--- src/strassen_matrix_multiply_assert.svh ---
// ----------------------------------------------------------------------------
// strassen_matrix_multiply_assert
// Assertion macros for the Strassen matrix multiplier.
// ----------------------------------------------------------------------------
`ifndef STRASSEN_MATRIX_MULTIPLY_ASSERT_SVH
`define STRASSEN_MATRIX_MULTIPLY_ASSERT_SVH
// Implication checked on every clock edge outside reset.
`define SMM_ASSERT_IMP(label, ante, cons, msg) \
   label: assert property (@(posedge clock) disable iff (reset) (ante) |-> (cons)) \
      else $error(msg);
// Implication with the consequent checked in the cycle after the antecedent.
`define SMM_ASSERT_NEXT(label, ante, cons, msg) \
   label: assert property (@(posedge clock) disable iff (reset) (ante) |=> (cons)) \
      else $error(msg);
`endif

--- src/smm_pkg.sv ---
// ----------------------------------------------------------------------------
// smm_pkg
// Types and constants shared by the Strassen matrix multiplier.
// ----------------------------------------------------------------------------
package smm_pkg;
   localparam int MatrixSize = 4;
   localparam int Cells      = MatrixSize * MatrixSize;
   localparam int IdxW       = $clog2(Cells);
   localparam int RowW       = $clog2(MatrixSize);
   localparam int CntW       = $clog2(Cells + 1);
   localparam int KW         = $clog2(MatrixSize + 1);

   typedef struct packed {
      logic signed [15:0] a_element;
      logic signed [15:0] b_element;
   } req_word_type;

   typedef struct packed {
      logic signed [35:0] c_element;
      logic               last_element;
   } rsp_word_type;

   typedef enum logic [2:0] {
      ST_LOAD, ST_READ, ST_MAC, ST_EMIT, ST_WAIT
   } state_type;

   typedef struct packed {
      logic       load;      // store incoming word
      logic       clr_acc;   // clear accumulator, start new element
      logic       mac;       // accumulate current product term
      logic       emit;      // load output register
      logic [IdxW-1:0] wr_idx;
      logic [RowW-1:0] row;
      logic [RowW-1:0] col;
      logic [RowW-1:0] k;
      logic       last;
   } ctl_type;
endpackage

--- src/strassen_matrix_multiply.sv ---
// ----------------------------------------------------------------------------
// strassen_matrix_multiply
// 4x4 signed matrix multiplier, exact 36-bit product, row-major streaming.
// ----------------------------------------------------------------------------
// Feed N*N words (one A and one B element each, row-major); loading takes one
// word per cycle. After the last word the block produces the N*N product
// elements in row-major order, last_element set on the final one. The product
// is exact, identical to Strassen's result. Each product element goes through
// one shared 16x16 multiplier in these steps: a read-setup step, N
// multiply-accumulate terms, a drain of the read and multiply stages, a
// step to detect the drain and a hand-off step, which waits while the
// receiver stalls. No input is taken while products are computed or handed
// off; loading of the next matrix may start while the final result still
// waits in the output register, which holds a result until taken.
module strassen_matrix_multiply (
   input  logic                  clock,
   input  logic                  reset,
   input  logic                  req_valid,
   output logic                  req_ready,
   input  smm_pkg::req_word_type req_data,
   output logic                  rsp_valid,
   input  logic                  rsp_ready,
   output smm_pkg::rsp_word_type rsp_data
);
   import smm_pkg::*;
`include "strassen_matrix_multiply_assert.svh"

   ctl_type ctl;

   smm_control u_control (
      .clock, .reset, .req_valid, .req_ready, .rsp_valid, .rsp_ready, .ctl
   );

   smm_datapath u_datapath (
      .clock, .req_word(req_data), .ctl, .out_word(rsp_data)
   );

   // input is taken while a result is waiting only if that result is the last one
   `SMM_ASSERT_IMP(a_no_overlap, req_ready && rsp_valid, rsp_data.last_element, "overlap")
   // a held result does not change
   `SMM_ASSERT_NEXT(a_hold, rsp_valid && !rsp_ready, $stable(rsp_data), "result changed")
   // loading and emission exclusive
   `SMM_ASSERT_IMP(a_load_emit, ctl.load, !ctl.emit, "load during emit")
endmodule

--- src/smm_datapath.sv ---
// ----------------------------------------------------------------------------
// smm_datapath
// Operand stores, shared multiplier and accumulator, output register.
// ----------------------------------------------------------------------------
module smm_datapath (
   input  logic                 clock,
   input  smm_pkg::req_word_type req_word,
   input  smm_pkg::ctl_type     ctl,
   output smm_pkg::rsp_word_type out_word
);
   import smm_pkg::*;

   logic signed [15:0] a_mem [Cells];
   logic signed [15:0] b_mem [Cells];
   logic signed [15:0] a_rd_ff, b_rd_ff;
   logic signed [31:0] prod_ff;
   logic signed [35:0] acc_ff, acc_in;
   logic [IdxW-1:0]    a_addr, b_addr;

   // row-major addresses of A[row][k] and B[k][col]
   assign a_addr = IdxW'({ctl.row, ctl.k});
   assign b_addr = IdxW'({ctl.k, ctl.col});

   always_ff @(posedge clock) begin
      if (ctl.load) begin
         a_mem[ctl.wr_idx] <= req_word.a_element;
         b_mem[ctl.wr_idx] <= req_word.b_element;
      end
      a_rd_ff <= a_mem[a_addr];
      b_rd_ff <= b_mem[b_addr];
      prod_ff <= a_rd_ff * b_rd_ff;
   end

   always_comb begin
      acc_in = acc_ff;
      if (ctl.clr_acc) begin
         acc_in = '0;
      end else if (ctl.mac) begin
         acc_in = acc_ff + 36'(prod_ff);
      end
   end

   always_ff @(posedge clock) begin
      acc_ff <= acc_in;
      if (ctl.emit) begin
         out_word.c_element    <= acc_ff;
         out_word.last_element <= ctl.last;
      end
   end
endmodule

--- src/smm_control.sv ---
// ----------------------------------------------------------------------------
// smm_control
// Sequencer: loads words, steps the product terms, hands off results.
// ----------------------------------------------------------------------------
module smm_control (
   input  logic             clock,
   input  logic             reset,
   input  logic             req_valid,
   output logic             req_ready,
   output logic             rsp_valid,
   input  logic             rsp_ready,
   output smm_pkg::ctl_type ctl
);
   import smm_pkg::*;

   state_type        state_ff, state_in;
   logic [IdxW-1:0]  cnt_ff, cnt_in;     // load index, then element index
   logic [KW-1:0]    k_ff, k_in;         // term issue counter
   logic [1:0]       pipe_ff, pipe_in;   // terms in flight (read, multiply)
   logic             valid_ff, valid_in;
   logic             issue;

   always_ff @(posedge clock) begin
      if (reset) begin
         state_ff <= ST_LOAD;
         cnt_ff   <= '0;
         k_ff     <= '0;
         pipe_ff  <= '0;
         valid_ff <= 1'b0;
      end else begin
         state_ff <= state_in;
         cnt_ff   <= cnt_in;
         k_ff     <= k_in;
         pipe_ff  <= pipe_in;
         valid_ff <= valid_in;
      end
   end

   assign issue = (state_ff == ST_MAC) && (k_ff < KW'(MatrixSize));

   always_comb begin
      state_in = state_ff;
      cnt_in   = cnt_ff;
      k_in     = k_ff;
      pipe_in  = {pipe_ff[0], issue};
      valid_in = valid_ff;
      if (valid_ff && rsp_ready) valid_in = 1'b0;
      case (state_ff)
         ST_LOAD: begin
            if (req_valid) begin
               cnt_in = cnt_ff + 1'b1;
               if (cnt_ff == IdxW'(Cells - 1)) state_in = ST_READ;
            end
         end
         ST_READ: begin
            k_in     = '0;
            state_in = ST_MAC;
         end
         ST_MAC: begin
            if (issue) k_in = k_ff + 1'b1;
            else if (pipe_ff == '0) state_in = ST_EMIT;
         end
         ST_EMIT: begin
            if (!valid_ff || rsp_ready) begin
               valid_in = 1'b1;
               cnt_in   = cnt_ff + 1'b1;
               state_in = (cnt_ff == IdxW'(Cells - 1)) ? ST_LOAD : ST_READ;
            end
         end
         default: state_in = ST_LOAD;
      endcase
   end

   always_comb begin
      ctl         = '0;
      ctl.wr_idx  = cnt_ff;
      ctl.row     = cnt_ff[IdxW-1 -: RowW];
      ctl.col     = cnt_ff[RowW-1:0];
      ctl.k       = k_ff[RowW-1:0];
      ctl.last    = (cnt_ff == IdxW'(Cells - 1));
      ctl.mac     = pipe_ff[1];
      case (state_ff)
         ST_LOAD: ctl.load    = req_valid;
         ST_READ: ctl.clr_acc = 1'b1;
         ST_EMIT: ctl.emit    = !valid_ff || rsp_ready;
         default: ;
      endcase
   end

   assign req_ready = (state_ff == ST_LOAD);
   assign rsp_valid = valid_ff;
endmodule

--- config.mk ---
export PLATFORM = sky130hd
export DESIGN_NAME = strassen_matrix_multiply
export DESIGN_NICKNAME = d
export VERILOG_FILES = /design/src/smm_pkg.sv /design/src/strassen_matrix_multiply.sv /design/src/smm_datapath.sv /design/src/smm_control.sv
export VERILOG_INCLUDE_DIRS = /design/src /design/src/src
export SDC_FILE = /design/constraint.sdc
export NUM_CORES = 1
export LEC_CHECK = 0
export ABC_CLOCK_PERIOD_IN_PS = 12000
export BUFFER_PORTS_ARGS = -buffer_cell sky130_fd_sc_hd__buf_2
export CORE_MARGIN = 8
export CORE_UTILIZATION = 45
export DETAILED_ROUTE_END_ITERATION = 12
export PLACE_DENSITY = 0.57
export SLEW_MARGIN = 20
export SYNTH_ARGS = -nofsm -noshare
export SYNTH_HDL_FRONTEND = slang
export SYNTH_SLANG_ARGS = --single-unit
--- constraint.sdc ---
create_clock -name clock -period 12 [get_ports clock]
set_input_delay 3.6 -clock clock [delete_from_list [all_inputs] [get_ports clock]]
set_output_delay 3.6 -clock clock [all_outputs]
set_load 0.02 [all_outputs]
==> results.tsv, run 1 <==
stage	metric	value	unit
route	routedWlPerCell	21.5	µm
clock_tree	htree_levels	3	
route	vias	19000	
worst_setup_path	cp_num_buf_inv	3	
sta	max_clock_freq	149	MHz
worst_setup_path	path_delay_family	adder cells	
cells_and_area	final_nets	2879	
place	port_buffers	74	
synthesis	ys_ff_latch	661	
route	ant_nets	0	
clock_tree	cts.repair.resized	0	
clock_tree	post-cts-setup-buffers	0	
floorplan	boundaryPins	75	
clock_tree	cts_buffer_depth	3	
worst_hold_path	hp-class	reg2reg	
sta	setup_viol	0	
sta	timing.hold.ws	0.448	ns
synthesis	mappedNetlistArea	35200	µm²
synthesis	async_reset_ff_frac	0	
sta	rsz0062_at_grt	no	
synthesis	synth_nets	2791	
synthesis	synthCells	2366	
worst_setup_path	critPathKind	reg2reg	
synthesis	yosysSeqAreaShare	0.532	
clock_tree	clock-root-buffer	clkbuf_16	
sta	layout_min_cycle_time	6.73	ns
synthesis	synth_edf_count	549	
worst_setup_path	cp-end-kind	register	
floorplan	initial_core_util	0.455	
cells_and_area	fillCellCount	6468	
place	gp_congestion	0.860	
worst_setup_path	reg2reg_from	u_datapath.a_rd_ff[15]	
sta	clock-skew-final	0.0390	ns
worst_setup_path	cp.required	12.47	ns
route	drc	0	
worst_setup_path	slowest_delay	0.84	ns
outcome	status	complete, no violations	
synthesis	synth_cell_types	80	
synthesis	synth.area.top_cells	edfxtp_1 (47%), fa_1 (15%), mux4_2 (10%)	
route	vias_per_cell	5.36	
clock_tree	cts_hold_buf	0	
floorplan	die_width	296	µm
worst_hold_path	hold_start	u_control.pipe_ff[0]	
worst_setup_path	cp_slowest_cell	fa_1	
global_route	grt_max_degree	69	
global_route	track_usage	0.177	
synthesis	ys_warn_count	0	
synthesis	synth_top_area_share	0.468	
worst_setup_path	crit_arrival	7.20	ns
global_route	antenna_found_initial	10	
global_route	grt_pass1_wl	119000	µm
worst_setup_path	worstSetupStartpoint	u_datapath.a_rd_ff[15]	
sta	timing.final.crit_share	0.561	
place	dpl.hpwl	50300	µm
floorplan	num_rows	102	
sta	worst_pin_slew	1.01	ns
worst_setup_path	cpMostUsedCell	fa_1	
synthesis	yosys.area.top_type	edfxtp_1	
route	routed_wl	76600	µm
sta	setup_tns	0	ns
floorplan	core_region_area	77500	µm²
worst_setup_path	path_cells	nand2_1 > inv_1 > fa_1 > fa_1 > fa_1 > fa_1 > fa_1 > inv_1 > fa_1 > inv_1 > ha_1 > a41o_1 > a21o_1 > a221oi_1 > o21ai_0 > a311oi_1 > nor3_1 > mux2i_1 > o2111ai_1	
worst_setup_path	cp_max_fo	16	
global_route	overflow	0	
clock_tree	clock_latency	0.63	ns
clock_tree	cts_made_buffers	71	
floorplan	die_y	296	µm
sta	final_max_slew_viol_count	0	
global_route	grt_pass1_vias	20600	
cells_and_area	areaGrowthSynthToFinish	11.3	%
clock_tree	cts_tree	yes	
cells_and_area	drive_gt1_frac	0.161	
synthesis	syn_area_per_cell	14.9	µm²
clock_tree	cts.sinks	661	
sta	maxSlewHeadroom	0.325	
worst_setup_path	start_kind	register	
route	firstDrtPassIters	5	
route	first_iter_violations	1004	
clock_tree	clk_pin_slew	0.06	ns
job	max-cap-violations	0	
sta	hold_viol	0	
synthesis	synth_ff_type	edfxtp_1	
floorplan	die-area	87500	µm²
==> cells by family (layout without fill, tap and decap cells) <==
group,after synthesis,after routing,synth area share
flip-flops,661,661,0.532
AND/OR/NAND/NOR,473,473,0.0677
buffers and inverters,390,533,0.0423
adder cells (fa/ha/maj),389,389,0.194
AO/OA/AOI/OAI,208,208,0.0398
multiplexers,184,184,0.109
XOR/XNOR,61,61,0.0152
other,0,4,0
==> layout by cell type, fill, tap and decap left out, types with 74 or more instances in the layout <==
cell type | Yosys | routed
buf_2 | 14 | 74
nor2_1 | 88 | 76
fa_1 | 263 | 263
edfxtp_1 | 549 | 549
and2_1 | 131 | 131
nand2_1 | 157 | 157
dfxtp_1 | 112 | 106
ha_1 | 126 | 125
inv_1 | 302 | 302
mux4_2 | 160 | 160
==> worst paths after layout <==
path / endpoint / slack, ns / cells after the start
setup / recovery: u_datapath.prod_ff[30] / 5.27 / 19
hold / removal: u_control.pipe_ff[1] / 0.45 / 1
setup reg to reg: u_datapath.prod_ff[30] / 5.27 / 19
hold reg to reg: u_control.pipe_ff[1] / 0.45 / 1
==> per-stage QoR <==
stage | util | std cells | area (µm²) | worst slack, ns
6_report | 0.506 | 3553 | 39200 | 5.27
3_3_place_gp | 0.476 | 3421 | 36900 | 5.45
2_1_floorplan | - | 2366 | 35200 | 5.59
4_1_cts | 0.506 | 3549 | 39200 | 5.24
3_5_place_dp | 0.476 | 3421 | 36900 | 5.26
5_1_grt | 0.506 | 3549 | 39200 | 4.96
==> worst reg2reg max path: stages, from the launching register on <==
cell and delay [ns]:
dfxtp_1 0.67, nand2_1 0.19, inv_1 0.16, fa_1 0.55, fa_1 0.84, fa_1 0.52, fa_1 0.51, fa_1 0.49
inv_1 0.05, fa_1 0.47, inv_1 0.05, ha_1 0.38, a41o_1 0.28, a21o_1 0.17, a221oi_1 0.39, o21ai_0 0.18
a311oi_1 0.28, nor3_1 0.13, mux2i_1 0.16, o2111ai_1 0.13
==> layout make-up <==
| type | count | area [µm²] | area share |
|---|---|---|---|
| sequential | 661 | 18700 | 0.478 |
| multi-input combinational | 1315 | 15100 | 0.386 |
| clock buffer | 94 | 1910 | 0.0488 |
| tap | 1040 | 1300 | 0.0332 |
| inverter | 302 | 1130 | 0.0289 |
| timing repair buffer | 103 | 588 | 0.0150 |
| clock inverter | 34 | 370 | 0.00945 |
| antenna | 4 | 10.0 | 0.000255 |
==> cells in the mapped netlist (46+ instances only) <==
master    number
xnor2_1       46
edfxtp_1     549
a21oi_1       59
and2_1       131
ha_1         126
dfxtp_1      112
fa_1         263
mux4_2       160
nand2_1      157
inv_1        302
nor2_1        88
clkbuf_1      63
==> metal layers <==
metal  GRT usage  wire [µm]
met1       0.231      32900
met2       0.303      37700
met3      0.0308       3960
met4      0.0535       1950
met5           0         36
==> state kept, by name, summed over array words and instances, names as in the netlist <==
register and cells:
u_control.pipe_ff 2, u_control.state_ff 2, u_datapath.out_word 37, u_control.cnt_ff 4, u_control.k_ff 3, u_control.rsp_valid 1
u_datapath.a_rd_ff 16, u_datapath.a_mem 256, u_datapath.acc_ff 36, u_datapath.b_rd_ff 16, u_datapath.prod_ff 32, u_datapath.b_mem 256
Power of run 1 is left out: the tool's default activity adds up to more than one toggle a clock period on the data nets, which glitch-free logic cannot reach.
==> inputs of run 2 (changes only) <==
Settings changed: ABC_AREA from default to 1, ABC_CLOCK_PERIOD_IN_PS 12000 to 5500, PLACE_DENSITY 0.57 to 0.6.
Clock period 12 ns to 5.5 ns, I/O delays scaled along.
==> results.tsv, run 2 <==
stage	metric	value	unit	change
place	dpl.hpwl	63200	µm	+26%
global_route	grt_max_degree	101		+46%
worst_setup_path	crit_arrival	5.86	ns	-1.34 ns
synthesis	synth.area.top_cells	edfxtp_1 (45%), fa_1 (14%), dfxtp_1 (6.1%)		
floorplan	initial_core_util	0.452		-0.00312
cells_and_area	fin_util	0.513		+0.00731
sta	setup_tns	0	ns	unchanged
sta	max_clock_freq	188	MHz	+26%
synthesis	synthCells	3573		+51%
cells_and_area	drive_gt1_frac	0.115		-0.0461
synthesis	mappedNetlistArea	36800	µm²	+4.6%
synthesis	ys_ff_latch	661		unchanged
synthesis	synth_top_area_share	0.447		-0.0206
sta	layout_min_cycle_time	5.33	ns	-1.41 ns
synthesis	yosysSeqAreaShare	0.508		-0.0233
cells_and_area	areaGrowthSynthToFinish	13.7	%	
clock_tree	cts_buffer_depth	3		unchanged
clock_tree	clock-root-buffer	clkbuf_16		
clock_tree	cts_hold_buf	0		unchanged
route	vias	25400		+33%
sta	worst_pin_slew	1.05	ns	+0.0356 ns
sta	setup_viol	0		unchanged
place	dpl_worst_slack	-0.0175	ns	-5.28 ns
floorplan	die-area	91300	µm²	+4.3%
sta	maxSlewHeadroom	0.299		-0.0254
route	routedWlPerCell	19.9	µm	-7.5%
route	routed_wl	95800	µm	+25%
cells_and_area	reg_top3	u_datapath.a_mem: 256 flops, u_datapath.b_mem: 256 flops, u_datapath.out_word: 37 flops		
floorplan	die_y	302	µm	+2.1%
job	max-cap-violations	0		unchanged
clock_tree	cts_made_buffers	73		+2.8%
synthesis	synth_edf_count	549		unchanged
cells_and_area	final_nets	4101		+42%
cells_and_area	layout_commonest_cell	nand2_1		
route	first_iter_violations	1924		+92%
sta	rsz0062_at_grt	yes		
synthesis	synth_cell_types	48		-40%
place	gp_congestion	0.940		+9.4%
route	vias_per_cell	5.28		-1.4%
sta	hold_viol	0		unchanged
sta	clock-skew-final	0.0701	ns	+0.0310 ns
worst_setup_path	critPathKind	reg2reg		
sta	timing.final.crit_share	0.968		+0.407
worst_setup_path	cp_max_fo	16		unchanged
floorplan	die_width	302	µm	+2.1%
route	ant_nets	0		unchanged
global_route	track_usage	0.208		+0.0310
clock_tree	clock_latency	0.65	ns	+0.02 ns
global_route	antenna_found_initial	6		-4
clock_tree	clk_pin_slew	0.06	ns	about the same
synthesis	ys_warn_count	0		unchanged
global_route	overflow	0		unchanged
clock_tree	htree_levels	3		unchanged
floorplan	core_region_area	81600	µm²	+5.3%
route	firstDrtPassIters	5		unchanged
worst_setup_path	start_kind	register		
worst_hold_path	hp-class	reg2reg		
route	drc	0		unchanged
worst_setup_path	cp.required	6.04	ns	-6.43 ns
synthesis	yosys-top-cells-count	nand2_1 (574), inv_1 (557), edfxtp_1 (549)		
clock_tree	cts_tree	yes		
outcome	status	complete, no violations		
global_route	grt_pass1_wl	146000	µm	+22%
cells_and_area	layout_common_cells	nand2_1 (567), inv_1 (551), edfxtp_1 (549), nor2_1 (421), o21ai_0 (302)		
sta	final_max_slew_viol_count	0		unchanged
synthesis	synth_ff_type	edfxtp_1		
synthesis	synth_most_common_cell	nand2_1		
cells_and_area	fillCellCount	7342		+14%
synthesis	syn_area_per_cell	10.3	µm²	-31%
synthesis	yosys.area.top_type	edfxtp_1		
place	port_buffers	74		unchanged
sta	timing.hold.ws	0.434	ns	-0.0148 ns
synthesis	async_reset_ff_frac	0		unchanged
synthesis	synth_nets	3998		+43%
sta	setup_slack	0.174	ns	-5.09 ns
floorplan	boundaryPins	75		unchanged
floorplan	num_rows	105		+2.9%
worst_setup_path	cp-end-kind	register		
clock_tree	cts.sinks	661		unchanged
global_route	grt_pass1_vias	24800		+21%
## run 2: changes by cell type in the layout (fill, tap and decap cells not counted), sizes merged, moves of 23 or more
cell	before	now
and2	131	0
xnor2	46	19
nand3	14	67
nand2	157	581
nor2	88	450
o21ai	31	316
mux2i	23	0
inv	305	563
o221ai	0	46
o22ai	5	84
nand4	3	31
mux4	160	0
buf	103	196
## run 2: metrics by stage
step | area (µm²) | std cells
6_report | 41900 | 4808
5_1_grt | 41900 | 4807
4_1_cts | 41500 | 4802
3_5_place_dp | 39000 | 4666
3_3_place_gp | 39000 | 4666
2_1_floorplan | 36800 | 3573
## run 2: final timing paths
check	from	slack, ns	end	depth (start not counted)
worst max-delay path	u_datapath.a_rd_ff[15]	0.17	u_datapath.prod_ff[30]	20
worst min-delay path	u_control.pipe_ff[0]	0.43	u_control.pipe_ff[1]	2
worst max register to register	u_datapath.a_rd_ff[15]	0.17	u_datapath.prod_ff[30]	20
worst min register to register	u_control.pipe_ff[0]	0.43	u_control.pipe_ff[1]	2
## run 2: cells by family after synthesis
logic type               count (synthesis)  synth area share
XOR/XNOR                                51            0.0121
buffers and inverters                  730            0.0762
adder cells (fa/ha/maj)                389             0.186
AO/OA/AOI/OAI                          583            0.0922
flip-flops                             661             0.508
AND/OR/NAND/NOR                       1159             0.125
## run 2: critical path, stage by stage, from the launching register on
cell and delay, ns:
dfxtp_2 0.33, buf_12 0.14, nand2_1 0.09, inv_1 0.07, fa_2 0.61, fa_2 0.55, buf_4 0.20, fa_1 0.47
fa_1 0.58, fa_1 0.43, fa_1 0.45, ha_1 0.33, buf_4 0.16, nand2_1 0.13, nor2_1 0.07, nor2_1 0.12
o221ai_1 0.13, a21oi_1 0.19, nand2_1 0.08, nand2_1 0.06, nand2_1 0.05
## run 2: cell type report
type / count / area [µm²] / share of cell area
Clock buffer: 95 / 1920 / 0.0458
Inverter: 561 / 2110 / 0.0504
Antenna cell: 1 / 2.50 / 0.0000598
Multi-Input combinational cell: 2182 / 15700 / 0.375
Clock inverter: 41 / 551 / 0.0131
Sequential cell: 661 / 18800 / 0.448
Tap cell: 1070 / 1340 / 0.0320
Timing Repair Buffer: 197 / 1500 / 0.0359
## run 2: what timing repair did
| action | 4_1_cts | 5_1_grt |
|---|---|---|
| setup endpoints to repair | 8 | 18 |
| buffers inserted | 0 | 4 |
| pin swaps | 0 | 17 |
| cloned | 0 | 1 |
| resized for setup | 5 | 82 |
## run 2: metal layers
| metal | up-vias | global-route usage | routed length (µm) |
|---|---|---|---|
| met2 | 729 | 0.350 | 46900 |
| met3 | 153 | 0.0366 | 5860 |
| met1 | 12500 | 0.276 | 40500 |
| met5 | - | 0 | 52 |
| li1 | 12000 | - | - |
| met4 | 8 | 0.0606 | 2460 |
Power of run 2 is left out for the same reason.
